**config.mk**
```make
export PLATFORM = sky130hd
export DESIGN_NAME = vgd_div
export DESIGN_NICKNAME = d
export VERILOG_FILES = /design/src/rtl/vgd_pkg.sv /design/src/rtl/vgd_div.sv
export SDC_FILE = /design/constraint.sdc
export NUM_CORES = 1
export LEC_CHECK = 0
export ABC_CLOCK_PERIOD_IN_PS = 4200
export BUFFER_PORTS_ARGS = -buffer_cell sky130_fd_sc_hd__buf_2
export CELL_PAD_IN_SITES_DETAIL_PLACEMENT = 1
export CELL_PAD_IN_SITES_GLOBAL_PLACEMENT = 2
export CORE_ASPECT_RATIO = 0.75
export CORE_MARGIN = 3
export CORE_UTILIZATION = 38
export DETAILED_ROUTE_END_ITERATION = 10
export GPL_TIMING_DRIVEN = 0
export PLACE_DENSITY = 0.95
export REMOVE_ABC_BUFFERS = 1
export SKIP_CTS_REPAIR_TIMING = 1
export SYNTH_ARGS = -nofsm -noshare
export SYNTH_HDL_FRONTEND = slang
export SYNTH_SLANG_ARGS = --single-unit
export TNS_END_PERCENT = 50
```
**constraint.sdc**
```tcl
create_clock -name clock -period 4.2 [get_ports clock]
set_input_delay 0.21 -clock clock [delete_from_list [all_inputs] [get_ports clock]]
set_output_delay 0.21 -clock clock [all_outputs]
set_load 0.02 [all_outputs]
```
**src/rtl/vgd_pkg.sv**
```systemverilog
// vgd_pkg: shared types and constants for the voxel grid downsampler
// no dependencies
package vgd_pkg;

   localparam int MaxPointsDef = 64;
   localparam int CsrIdxW = 1;
   localparam int CsrDataW = 23;
   localparam logic [CsrIdxW-1:0] CsrLeafSize = 1'b0;
   localparam logic [CsrIdxW-1:0] CsrUseMedoid = 1'b1;
   localparam logic [22:0] LeafReset = 23'd256;

   typedef struct packed {
      logic signed [23:0] x;
      logic signed [23:0] y;
      logic signed [23:0] z;
      logic signed [15:0] nx;
      logic signed [15:0] ny;
      logic signed [15:0] nz;
      logic [7:0] r;
      logic [7:0] g;
      logic [7:0] b;
      logic [7:0] a;
      logic in_last;
   } req_type;

   typedef struct packed {
      logic signed [23:0] out_x;
      logic signed [23:0] out_y;
      logic signed [23:0] out_z;
      logic signed [15:0] out_nx;
      logic signed [15:0] out_ny;
      logic signed [15:0] out_nz;
      logic [7:0] out_r;
      logic [7:0] out_g;
      logic [7:0] out_b;
      logic [7:0] out_a;
      logic out_last;
      logic overflow;
   } rsp_type;

   // divider control between sequencer and shared divider
   typedef struct packed {
      logic start;
      logic is_signed;
   } div_ctl_type;

endpackage

```
**src/rtl/vgd_div.sv**
```systemverilog
// vgd_div: shared radix-2 restoring divider, one quotient bit per cycle
// depends on vgd_pkg
module vgd_div
   import vgd_pkg::*;
(
   input  logic        clock,
   input  logic        reset,
   input  div_ctl_type ctl,
   input  logic [47:0] dividend,
   input  logic [22:0] divisor,
   output logic        busy,
   output logic [47:0] quotient
);
   logic [5:0]  cnt_ff, cnt_in;
   logic [47:0] q_ff, q_in;
   logic [23:0] rem_ff, rem_in;
   logic [22:0] d_ff, d_in;
   logic        neg_ff, neg_in;
   logic        busy_ff, busy_in;
   logic [47:0] mag;
   logic [23:0] trial;
   logic [24:0] sub;

   always_comb begin
      mag = (ctl.is_signed && dividend[47]) ? (~dividend + 48'd1) : dividend;
      trial = {rem_ff[22:0], q_ff[47]};
      sub = {1'b0, trial} - {2'b00, d_ff};
      cnt_in = cnt_ff;
      q_in = q_ff;
      rem_in = rem_ff;
      d_in = d_ff;
      neg_in = neg_ff;
      busy_in = busy_ff;
      if (ctl.start) begin
         q_in = mag;
         rem_in = '0;
         d_in = divisor;
         neg_in = ctl.is_signed && dividend[47];
         cnt_in = 6'd48;
         busy_in = 1'b1;
      end else if (busy_ff) begin
         if (!sub[24]) begin
            rem_in = sub[23:0];
            q_in = {q_ff[46:0], 1'b1};
         end else begin
            rem_in = trial;
            q_in = {q_ff[46:0], 1'b0};
         end
         cnt_in = cnt_ff - 6'd1;
         if (cnt_ff == 6'd1) busy_in = 1'b0;
      end
   end

   always_ff @(posedge clock) begin
      if (reset) begin
         busy_ff <= 1'b0;
         cnt_ff <= '0;
      end else begin
         busy_ff <= busy_in;
         cnt_ff <= cnt_in;
      end
      q_ff <= q_in;
      rem_ff <= rem_in;
      d_ff <= d_in;
      neg_ff <= neg_in;
   end

   assign busy = busy_ff;
   assign quotient = neg_ff ? (~q_ff + 48'd1) : q_ff;
endmodule

```
==> impl_metrics.ini <==
[clock_network]
worstSkewPairLatency_ps = 350
clockBufferDepth = 2
cts.htree.levels = 3
clock-sinks = 102
root_buffer = clkbuf_16
cts_tree = built
numCtsBuffers = 9
clkTransAtPathRegs_ps = 80

[detailed_routing]
wire_per_inst_um = 17.7
drc_errors = 0
via_per_inst = 5.53
ant_nets = 0
routed_wirelength_um = 20900
firstDrtPassIters = 5
via_count = 6502
drt_iter0_drc = 309

[synthesis]
synth_edf_count = 72
synthesis.area_mm2 = 0.00737
ys_seq_area_share_pct = 37.5
synthTopCellsByCount = nor2_1, a21oi_1, edfxtp_1
synthArstFlopShare_pct = 0
yosys_most_used_dff = edfxtp_1
ys_seq_elements = 102
synth.largest_area_cell = edfxtp_1
synth.most_common_cell = nor2_1
synth.yosys.warnings = 0
avgSynthCellArea_um2 = 8.93
synth_top_area_share_pct = 29.3
synthDistinctLibCells = 69
yosys-top-cells-area = edfxtp_1, dfxtp_1, xnor2_1
synth_cells = 825

[placement]
place_inst = 1158
dpl.hpwl_um = 15500
pre_cts_ws_ps = 355
portBuffers = 123
gp_congestion = 0.816

[floorplan]
die_width_um = 167
start_util_pct = 39.2
rows = 43
design.core.area_mm2 = 0.0188
die_y_um = 127
boundaryPins = 124
dieArea_mm2 = 0.0211

[timing]
worstMarginPinSlew_ps = 1310
setup_viol = 0
max_slew_margin_pct = 11.7
min_period_ps = 3880
fin_tns_setup_ps = 0
fmax_mhz = 258
period_share_pct = 92.3
final-hold-violation-count = 0
clock_skew_ps = 8.93
rsz0062_at_grt = no
worst_slack_ps = 323
maxSlewViolCount = 0

[cells_and_area]
final_layout_size_suffix_gt1_share_pct = 18.1
nets = 1025
seq_area_mm2 = 0.00276
area_delta_synth_final_pct = 15.9
stdcell_count = 1175
multi_input_area_mm2 = 0.00430
fill_cells = 2230

[global_routing]
grt_pass1_wl_um = 33800
grt_max_degree = 114
grt-ovfl-total = 0
track_usage_pct = 19.4
antenna_found_initial = 3
grt_pass1_vias = 6378

[worst_setup_path]
critical_path.startpoint_type = flip-flop
rrSetupSlack_ps = 320
crit_buf_inv = 1
path_delay_family = compound AO/OA/AOI/OAI gates
slowest_delay_ps = 1080
path_max_fanout = 12
crit_chain = inv_1, ha_1, fa_1, nor2b_1, o311a_1, nor4_1, o21ai_1, a41oi_1, a22oi_1, a211oi_1
crit_arrival_ps = 4140
r2r_end = rem_ff[16]
end_kind = flip-flop
path_depth = 10
critPathLaunch = q_ff[47]
regToRegStartpoint = q_ff[47]
cp_slowest_cell = a41oi_1
worstRegToRegCells = 10
worstPathRequired_ps = 4470
worstSetupPathType = flip-flop to flip-flop

[run_status]
status = finished, final reports clean

[worst_hold_path]
hold_path_depth = 1
min_from = divisor[11]
hold_end = d_ff[11]
holdCritPathClass = primary input to flip-flop

[flow_run]
drv_cap = 0

[power]
peakVddDrop_mv = 0.198
powerDensity_mw_per_mm2 = 357
p_leak_uw = 0.00324
## metal layers
layer,routed length [µm],track usage [%],vias to the layer above
met5,21,0,-
met1,10400,28.7,3150
met4,154,3.06,4
li1,-,-,3194
met3,1030,3.77,16
met2,9260,30.2,138
## power breakdown
group	internal [µW]	total, µW	switching, µW
clock	502	904	402
sequential	1190	1290	99.0
combinational	338	853	515
total	2030	3040	1020
## cell usage in the layout, fill, tap and decap left out, types with 6 or more instances in the layout
cell type / count
a31oi_1: 8
or4_1: 8
ha_1: 27
clkbuf_16: 10
o31ai_1: 21
nor2_1: 101
o211ai_1: 6
xor2_1: 46
mux2i_1: 12
or3_1: 17
a21oi_1: 72
o41ai_1: 10
buf_2: 122
nor3_1: 16
nand3_1: 12
inv_1: 40
nor4_1: 6
dfxtp_1: 29
o21ai_0: 51
nand2b_1: 10
edfxtp_1: 72
a211oi_1: 13
nand2_1: 52
xnor2_1: 66
## stage by stage
step	hold WS [ps]	area [µm²]	total power [µW]	util, %
after detailed placement	388	8220	2160	43.8
final	25.7	8540	3040	45.5
after global routing	9.36	8540	3210	45.5
after CTS	8.33	8530	3080	45.4
after floorplan	282	7210	1850	-
after global placement	387	8130	2130	43.3
## how the worst max path moves through the flow
stage / to / slack (ps)
floorplan: rem_ff[10] / 1230
global placement: rem_ff[21] / 190
detailed placement: rem_ff[16] / 350
CTS: quotient[47] / 160
global route: rem_ff[16] / 50
finish: rem_ff[16] / 320
## logic make-up after synthesis
group / Yosys count / share of synthesized area, %
muxes: 14 / 1.94
buffers and inverters: 80 / 4.23
xor gates and xnor gates: 112 / 13.3
DFF: 102 / 37.5
AOI/OAI and AO/OA: 224 / 19.5
adders and majority gates: 28 / 4.86
and+or+nand+nor: 265 / 18.7
## flip-flops by register name, summed over array words and instances (netlist names)
register and count:
busy 1, cnt_ff 6, d_ff 23, neg_ff 1, rem_ff 23, q_ff 48
## area by class of cell
type	count	share of cell area [%]
clock inverters	6	0.762
repair buffers	126	8.16
diodes	1	0.0293
inverters	40	1.76
flip-flops and latches	102	32.4
well taps	247	3.62
multi-input cells	643	50.4
clock buffers	10	2.93
Power figures use the tool's default switching activity.
